[src/design/btc_pkg.sv]
`timescale 1ns / 1ps

package btc_pkg;

  // Ticks-per-second compare value after reset
  localparam logic [15:0] TpsReset = 16'd10000;

  // Input item kinds
  typedef enum logic {
    ACT_TICK  = 1'b0,
    ACT_DIGIT = 1'b1
  } btc_action_e;

  // Time-setting positions, visited in order
  typedef enum logic [1:0] {
    POS_HOUR_TENS    = 2'd0,
    POS_HOUR_UNITS   = 2'd1,
    POS_MINUTE_TENS  = 2'd2,
    POS_MINUTE_UNITS = 2'd3
  } btc_pos_e;

  // Six BCD digits of the time
  typedef struct packed {
    logic [1:0] hour_tens;
    logic [3:0] hour_units;
    logic [2:0] minute_tens;
    logic [3:0] minute_units;
    logic [2:0] second_tens;
    logic [3:0] second_units;
  } btc_time_t;

  // One result item
  typedef struct packed {
    btc_time_t  time_of_day;
    logic [1:0] set_position;
    logic       digit_accepted;
    logic       second_elapsed;
  } btc_result_t;

  // Exclusive upper bound for a digit entered at a position
  function automatic logic [3:0] btc_digit_limit(btc_pos_e pos);
    logic [3:0] lim;
    case (pos)
      POS_HOUR_TENS:    lim = 4'd3;
      POS_HOUR_UNITS:   lim = 4'd10;
      POS_MINUTE_TENS:  lim = 4'd6;
      POS_MINUTE_UNITS: lim = 4'd10;
      default:          lim = 4'd0;
    endcase
    return lim;
  endfunction

endpackage

[src/design/btc_core.sv]
`timescale 1ns / 1ps

module btc_core (
  input  logic                clk_i,
  input  logic                rst_ni,
  input  logic                push_i,
  input  logic                action_i,
  input  logic [3:0]          digit_i,
  input  logic                cfg_we_i,
  input  logic [15:0]         cfg_wdata_i,
  output btc_pkg::btc_result_t result_o
);
  import btc_pkg::*;

  // One second forward with carry through minutes and hours
  function automatic btc_time_t advance_second(btc_time_t t);
    btc_time_t n;
    n = t;
    if (t.second_units < 4'd9) begin
      n.second_units = t.second_units + 4'd1;
    end else begin
      n.second_units = '0;
      if (t.second_tens < 3'd5) begin
        n.second_tens = t.second_tens + 3'd1;
      end else begin
        n.second_tens = '0;
        if (t.minute_units < 4'd9) begin
          n.minute_units = t.minute_units + 4'd1;
        end else begin
          n.minute_units = '0;
          if (t.minute_tens < 3'd5) begin
            n.minute_tens = t.minute_tens + 3'd1;
          end else begin
            n.minute_tens = '0;
            // hours 24..29 are held as they are
            if (t.hour_tens < 2'd2) begin
              if (t.hour_units < 4'd9) begin
                n.hour_units = t.hour_units + 4'd1;
              end else begin
                n.hour_units = '0;
                n.hour_tens  = t.hour_tens + 2'd1;
              end
            end else if (t.hour_tens == 2'd2 && t.hour_units < 4'd3) begin
              n.hour_units = t.hour_units + 4'd1;
            end else if (t.hour_tens == 2'd2 && t.hour_units == 4'd3) begin
              n.hour_units = '0;
              n.hour_tens  = '0;
            end
          end
        end
      end
    end
    return n;
  endfunction

  logic [15:0] tps_q;
  logic [15:0] prescale_q, prescale_d;
  btc_time_t   time_q, time_d;
  btc_pos_e    pos_q, pos_d;
  logic [15:0] cnt_inc;
  logic        accepted, elapsed;

  // Next state for the item at the input
  always_comb begin
    cnt_inc    = prescale_q + 16'd1;
    prescale_d = prescale_q;
    time_d     = time_q;
    pos_d      = pos_q;
    accepted   = 1'b0;
    elapsed    = 1'b0;
    if (btc_action_e'(action_i) == ACT_TICK) begin
      prescale_d = cnt_inc;
      if (cnt_inc >= tps_q) begin
        prescale_d = '0;
        elapsed    = 1'b1;
        time_d     = advance_second(time_q);
      end
    end else if (digit_i < btc_digit_limit(pos_q)) begin
      case (pos_q)
        POS_HOUR_TENS:    time_d.hour_tens    = digit_i[1:0];
        POS_HOUR_UNITS:   time_d.hour_units   = digit_i;
        POS_MINUTE_TENS:  time_d.minute_tens  = digit_i[2:0];
        POS_MINUTE_UNITS: time_d.minute_units = digit_i;
        default:          time_d = time_q;
      endcase
      pos_d    = btc_pos_e'(pos_q + 2'd1);
      accepted = 1'b1;
    end
  end

  // Result shows the state after the item
  assign result_o = '{time_of_day:    time_d,
                      set_position:   pos_d,
                      digit_accepted: accepted,
                      second_elapsed: elapsed};

  // State and configuration registers
  always_ff @(posedge clk_i or negedge rst_ni) begin
    if (!rst_ni) begin
      tps_q      <= TpsReset;
      prescale_q <= '0;
      time_q     <= '0;
      pos_q      <= POS_HOUR_TENS;
    end else begin
      if (cfg_we_i) begin
        tps_q <= cfg_wdata_i;
      end
      if (push_i) begin
        prescale_q <= prescale_d;
        time_q     <= time_d;
        pos_q      <= pos_d;
      end
    end
  end

endmodule

[src/design/btc_skid.sv]
`timescale 1ns / 1ps

module btc_skid (
  input  logic                 clk_i,
  input  logic                 rst_ni,
  input  logic                 push_i,
  input  btc_pkg::btc_result_t data_i,
  output logic                 ready_o,
  output logic                 valid_o,
  input  logic                 ready_i,
  output btc_pkg::btc_result_t data_o
);
  import btc_pkg::*;

  btc_result_t out_q, skid_q;
  logic        out_valid_q, skid_valid_q;

  // Upstream only sees whether the spare slot is taken
  assign ready_o = !skid_valid_q;
  assign valid_o = out_valid_q;
  assign data_o  = out_q;

  // Valid flags
  always_ff @(posedge clk_i or negedge rst_ni) begin
    if (!rst_ni) begin
      out_valid_q  <= 1'b0;
      skid_valid_q <= 1'b0;
    end else if (skid_valid_q) begin
      if (ready_i) begin
        skid_valid_q <= 1'b0;
      end
    end else if (!out_valid_q || ready_i) begin
      out_valid_q <= push_i;
    end else if (push_i) begin
      skid_valid_q <= 1'b1;
    end
  end

  // Payload
  always_ff @(posedge clk_i) begin
    if (skid_valid_q) begin
      if (ready_i) begin
        out_q <= skid_q;
      end
    end else if (!out_valid_q || ready_i) begin
      out_q <= data_i;
    end else if (push_i) begin
      skid_q <= data_i;
    end
  end

endmodule

[src/design/bcd_time_of_day_clock.sv]
`timescale 1ns / 1ps
// An accepted item's result is registered in the output register, or in the spare slot while the output is stalled.
// Throughput: one item per cycle while the spare slot is free; the time update is a single registered pass.
// A two-entry output buffer keeps the input open for one stalled result.
// Reset (async, active low): time 00:00:00, prescaler 0, entry at hour tens,
// ticks_per_second 10000, no result pending.
module bcd_time_of_day_clock (
  input  logic        clk_i,
  input  logic        rst_ni,
  input  logic        in_valid_i,
  output logic        in_ready_o,
  input  logic        action_i,
  input  logic [3:0]  digit_i,
  input  logic        cfg_we_i,
  input  logic [15:0] cfg_wdata_i,
  output logic        out_valid_o,
  input  logic        out_ready_i,
  output logic [1:0]  hour_tens_o,
  output logic [3:0]  hour_units_o,
  output logic [2:0]  minute_tens_o,
  output logic [3:0]  minute_units_o,
  output logic [2:0]  second_tens_o,
  output logic [3:0]  second_units_o,
  output logic [1:0]  set_position_o,
  output logic        digit_accepted_o,
  output logic        second_elapsed_o
);
  import btc_pkg::*;

  logic        push;
  btc_result_t next_res, out_res;

  assign push = in_valid_i && in_ready_o;

  // Time keeping and digit entry
  btc_core u_core (
    .clk_i      (clk_i),
    .rst_ni     (rst_ni),
    .push_i     (push),
    .action_i   (action_i),
    .digit_i    (digit_i),
    .cfg_we_i   (cfg_we_i),
    .cfg_wdata_i(cfg_wdata_i),
    .result_o   (next_res)
  );

  // Result register with spare slot
  btc_skid u_skid (
    .clk_i  (clk_i),
    .rst_ni (rst_ni),
    .push_i (push),
    .data_i (next_res),
    .ready_o(in_ready_o),
    .valid_o(out_valid_o),
    .ready_i(out_ready_i),
    .data_o (out_res)
  );

  assign hour_tens_o      = out_res.time_of_day.hour_tens;
  assign hour_units_o     = out_res.time_of_day.hour_units;
  assign minute_tens_o    = out_res.time_of_day.minute_tens;
  assign minute_units_o   = out_res.time_of_day.minute_units;
  assign second_tens_o    = out_res.time_of_day.second_tens;
  assign second_units_o   = out_res.time_of_day.second_units;
  assign set_position_o   = out_res.set_position;
  assign digit_accepted_o = out_res.digit_accepted;
  assign second_elapsed_o = out_res.second_elapsed;

  // A transfer in always leaves a result pending
  a_push_then_valid: assert property (@(posedge clk_i) disable iff (!rst_ni)
    push |=> out_valid_o)
    else $error("accepted item produced no pending result");

  // Input only closes while a result is held
  a_stall_needs_result: assert property (@(posedge clk_i) disable iff (!rst_ni)
    !in_ready_o |-> out_valid_o)
    else $error("input stalled with no result pending");

  // A result is either a tick or a digit outcome, never both
  a_flags_exclusive: assert property (@(posedge clk_i) disable iff (!rst_ni)
    out_valid_o |-> !(digit_accepted_o && second_elapsed_o))
    else $error("digit and second flags both set");

  // Seconds stay within BCD 00..59
  a_seconds_range: assert property (@(posedge clk_i) disable iff (!rst_ni)
    out_valid_o |-> (second_units_o <= 4'd9 && second_tens_o <= 3'd5))
    else $error("seconds digits out of range");

endmodule

[config.mk]
export PLATFORM = sky130hd
export DESIGN_NAME = bcd_time_of_day_clock
export DESIGN_NICKNAME = d
export VERILOG_FILES = /design/src/design/btc_pkg.sv /design/src/design/btc_core.sv /design/src/design/btc_skid.sv /design/src/design/bcd_time_of_day_clock.sv
export SDC_FILE = /design/constraint.sdc
export NUM_CORES = 1
export LEC_CHECK = 0
export BUFFER_PORTS_ARGS = -buffer_cell sky130_fd_sc_hd__buf_2
export CAP_MARGIN = 20
export CORE_MARGIN = 2
export CORE_UTILIZATION = 30
export DETAILED_ROUTE_END_ITERATION = 12
export REMOVE_ABC_BUFFERS = 1
export SLEW_MARGIN = 20
export SYNTH_ARGS = -nofsm -noshare
export SYNTH_HDL_FRONTEND = slang
export SYNTH_SLANG_ARGS = --single-unit
[constraint.sdc]
create_clock -name clk_i -period 5.2 [get_ports clk_i]
set_input_delay 0.26 -clock clk_i [delete_from_list [all_inputs] [get_ports clk_i]]
set_output_delay 0.26 -clock clk_i [all_outputs]
set_load 0.01 [all_outputs]
# After elaboration in Yosys (flattened, before gate mapping)
# Cells that the tools add are included.
[word_totals] reg_bits=104 in_bits=26 wordCells=105 output_inout_bits=26
[classes] mux=37 n_bitwise=3 add_sub_neg=8 n_eq_ne=6 reduce_logical=13 order_cmp=9
[ops] operator="$mux W24" n=3
[ops] operator="$mux W20" n=3
[ops] operator="$mux W16" n=2
[ops] operator="$mux W4" n=7
[ops] operator="$mux W6" n=3
[ops] operator="$add A16 B1 Y16 const B" n=1
[ops] operator="$ge A16 B16 Y1" n=1
[ops] operator="$mux W13" n=1
[ops] operator="$add A4 B1 Y4 const B" n=3
[ops] operator="$lt A4 B4 Y1 const B" n=3
[ops] operator="$pmux W4 S3" n=1
[ops] operator="$mux W2" n=5
[ops] operator="$mux W3" n=3
[ops] operator="$mux W9" n=1
[ops] operator="$mux W1" n=8
[ops] operator="$add A3 B1 Y3 const B" n=2
[ops] operator="$eq A2 B2 Y1 const B" n=3
[ops] operator="$lt A3 B3 Y1 const B" n=2
[ops] operator="$reduce_and A2 Y1" n=3
[ops] operator="$add A2 B1 Y2 const B" n=2
[ops] operator="$eq A4 B2 Y1 const B" n=1
[ops] operator="$lt A4 B2 Y1 const B" n=1
[ops] operator="$lt A4 B4 Y1" n=1
[ops] operator="$logic_and A1 B1 Y1" n=3
[ops] operator="10 further kinds" n=13

# Logic depth before layout (Yosys ltp)
[logic_depth] ltp_word=13 mapped_depth=15 mapped_depth_nobuf=14

# Modules after synthesis
# From an unflattened synthesis, not the netlist that was laid out.
[hier_totals] hier_cells=566 area_unflattened_um2=6034.5
[by_module_without_submodules] module="btc_core" seq_area_each_um2=1357.6 area_per_inst_um2=4157.7 instances=1 cells_per_inst=481
[by_module_without_submodules] module="btc_skid" seq_area_each_um2=1491.4 area_per_inst_um2=1870.5 instances=1 cells_per_inst=84
[by_module_without_submodules] module="bcd_time_of_day_clock" seq_area_each_um2=0.0 area_per_inst_um2=6.3 instances=1 cells_per_inst=1

# Least setup slack after synthesis
# Ideal clock, no wire load.
[synth_path] path_type="register -> register" start="reg u_core.prescale_q[2]" end="reg u_skid.out_q, in the netlist u_skid.data_o[8], data pin" required_ns=4.940 slack_ns=0.954 setup_ns=0.260 path_buffers=2 period_less_slack_ns=4.246 path_stages_with_launch=15 t_arrival_ns=3.985 path_cell_list="dfrtp_1 > nand3_1 > nor3_1 > and4_1 > nand3_1 > xnor2_1 > ha_1 > nand4_2 > or4_4 > or3_1 > buf_6 > a311o_1 > buf_6 > mux2_4 > mux2_4"
[synth_rtl] item="start: declaration" line="btc_core.sv:57" rtl="logic [15:0] prescale_q, prescale_d;"
[synth_rtl] item="start signal: assignment" line="btc_core.sv:109" rtl="prescale_q <= prescale_d;"
[synth_rtl] item="end signal: assignment" line="btc_skid.sv:43" rtl="out_q <= skid_q;"
[synth_rtl] item="end signal: assignment" line="btc_skid.sv:46" rtl="out_q <= data_i;"
[synth_rtl] item="end: declaration" line="btc_skid.sv:15" rtl="btc_result_t out_q, skid_q;"

==> results.json <==
{
  "ys.flop_type": "dfrtp_1",
  "antennaDiodeCount": 0,
  "rows": 50,
  "grt_pass1_vias": 4504,
  "clk_latency_ps": 360,
  "num_io_pins": 52,
  "initial_utilization_pct": 30.8,
  "ys_async_sr_fraction_pct": 53.8,
  "yosysWarnings": 0,
  "clock.fmax_ghz": 0.215,
  "pre_cts_slack_ps": 579,
  "yosysUniqueCellTypes": 62,
  "syn_area_mm2": 0.00583,
  "place_hpwl_um": 9770,
  "skew_ps": 9.56,
  "synth_top_cell_area_share_pct": 24.7,
  "dr.pass1.iters": 4,
  "n_fill_cell": 2001,
  "worstPathArrival_ps": 4760,
  "drive_above_1_share_pct": 17.4,
  "drc": 0,
  "postRouteAntennaNets": 0,
  "tightest_slew_ps": 975,
  "portBuffers": 51,
  "setup_viol": 0,
  "crit_required_ps": 5310,
  "maxCapViolations": 0,
  "track_usage_pct": 14.6,
  "ys_ff_latch": 104,
  "cts_max_path_buffers": 2,
  "cts-root-buf": "clkbuf_16",
  "peakVddDrop_uv": 176,
  "finalCriticalPeriod_ps": 4650,
  "cts_buffers": 9,
  "grt.overflow.total": 0,
  "worstHoldPathType": "primary input to async pin",
  "synthCells": 566,
  "wl_per_cell_um": 15.7,
  "grt_max_degree": 57,
  "via_per_inst": 5.00,
  "core_area_mm2": 0.0189,
  "fin_area_mm2": 0.00671,
  "start_kind": "flip-flop",
  "yosysSeqAreaShare_pct": 48.9,
  "cts_tree": "done",
  "hold_slack_ps": 60.0,
  "die_height_um": 143,
  "dpl_cell_area_mm2": 0.00639,
  "worst_slack_ps": 552,
  "finalCritPeriodShare_pct": 89.4,
  "grt_pass1_wl_um": 23200,
  "postCtsSetupBuffers": 0,
  "critPathKind": "flip-flop to flip-flop",
  "h-tree-depth": 3,
  "synth_edf_count": 48,
  "synth_area_leader_cell": "edfxtp_1",
  "grt_setup_unrepaired": "false",
  "synth_commonest_cells": "nand2_1 (70), dfrtp_1 (51), o21ai_0 (51), edfxtp_1 (48), inv_1 (40)",
  "nNetsFinal": 676,
  "avgSynthCellArea_um2": 10.3,
  "clock_sinks": 104,
  "finalHoldViolCount": 0,
  "crit_path_start": "u_core.prescale_q[0]",
  "slew_viol_final": 0,
  "area_growth_pct": 15.2,
  "ys_top_cells_by_area": "edfxtp_1 (25%), dfrtp_1 (22%), ha_1 (7.1%)",
  "antenna_found_initial": 0,
  "clk_pin_slew_ps": 70,
  "die_area_mm2": 0.0205,
  "die_w_um": 143,
  "vias": 4411,
  "cp_max_fo": 8,
  "outcome": "finished clean",
  "place_congestion": 0.819,
  "p_leak_nw": 2.83,
  "first_iter_violations": 298,
  "power.density_cell_area_mw_per_mm2": 424,
  "synth_most_common_cell": "nand2_1",
  "drt_wl_total_um": 13900,
  "fin_setup_tns_ps": 0,
  "reg2reg_from": "u_core.prescale_q[0]",
  "max_slew_margin_pct": 34.6,
  "cp-end-kind": "flip-flop",
  "cts_hold_buf": 0,
  "cts_resized": 0
}
[layout make-up]
cell class	count	area [um2]	area share, %
Clock buffer	11	233	3.47
Tap cell	260	325	4.85
Clock inverter	5	82.6	1.23
Inverter	41	154	2.29
Timing Repair Buffer	60	323	4.81
Multi-Input combinational cell	401	2740	40.9
Sequential cell	104	2850	42.5
[per-stage QoR]
step	cells	util, %	total power [mW]
floorplan	546	-	1.83
global placement	866	33.8	2.12
detailed placement	866	33.8	2.13
CTS	882	35.5	2.88
global route	882	35.5	3.05
finish	882	35.5	2.84
[flip-flops by register name (all words and copies together) (netlist names)]
register             flops
u_core.prescale_q       16
u_skid.data_o           24
u_core.time_q           20
u_skid.skid_q           24
u_core.pos_q             2
u_skid.skid_valid_q      1
u_core.tps_q            16
u_skid.valid_o           1
[cells by family after synthesis]
kind of cell / synth area share, %
buffers and inverters: 4.19
XOR/XNOR: 2.41
multiplexers: 5.65
AND/OR/NAND/NOR: 13.0
adder cells (fa/ha/maj): 7.09
AO/OA/AOI/OAI: 18.8
flip-flops: 48.9
[metal layers]
layer	GRT usage [%]	share of wire [%]
met5	0	0
met4	4.70	1.4
met3	3.33	3.4
met2	23.5	46
met1	19.7	49
[path summary, 6_finish.rpt]
path                                     end  slack (ps)  depth (start not counted)
max                         u_skid.data_o[4]         550                         14
min                         u_core.time_q[6]          60                          2
max reg2reg                 u_skid.data_o[4]         550                         14
min reg2reg                  u_core.tps_q[9]         510                          2
max in group asynchronous  u_core.time_q[11]        4640                          2
min in group clk_i           u_core.tps_q[3]         100                          3
[power breakdown]
group | total (mW) | switching (mW) | internal [mW]
registers | 1.22 | 0.138 | 1.09
logic | 0.888 | 0.511 | 0.377
clock network | 0.733 | 0.309 | 0.423
total | 2.84 | 0.958 | 1.89
[critical path, cell delays in order (launching register included)]
cell     delay [ps]
dfrtp_1         440
ha_1            280
nand2_1         130
nor3_1          410
and2_1          260
nand3_1         140
xnor2_1         150
ha_1            330
nand4_2         130
or4_4           560
nor3_2          470
o31ai_2         240
inv_1           210
mux2_2          370
mux2_2          270
[cells in the final DEF, fill, tap and decap left out, drive strengths merged, types with 4 or more instances in the layout]
cell / synthesis / layout
dfrtp: 51 / 51
clkbuf: 17 / 11
mux2: 19 / 19
o31ai: 11 / 11
ha: 33 / 33
a21o: 4 / 4
a311oi: 6 / 6
o2bb2ai: 5 / 5
nand2: 70 / 70
a2bb2oi: 4 / 4
nand3: 19 / 19
nor2: 33 / 33
clkinv: 1 / 4
nand2b: 7 / 7
a22o: 10 / 10
buf: 3 / 60
edfxtp: 48 / 48
and2: 5 / 5
a211oi: 5 / 5
a31oi: 7 / 7
o22ai: 4 / 4
inv: 40 / 40
nor2b: 5 / 5
and3: 5 / 5
o211ai: 8 / 8
dfstp: 5 / 5
o21a: 6 / 6
xor2: 7 / 7
o21ai: 51 / 51
nor3: 8 / 8
xnor2: 9 / 9
a21oi: 13 / 13
mux2i: 10 / 10
Power figures use the tool's default switching activity.
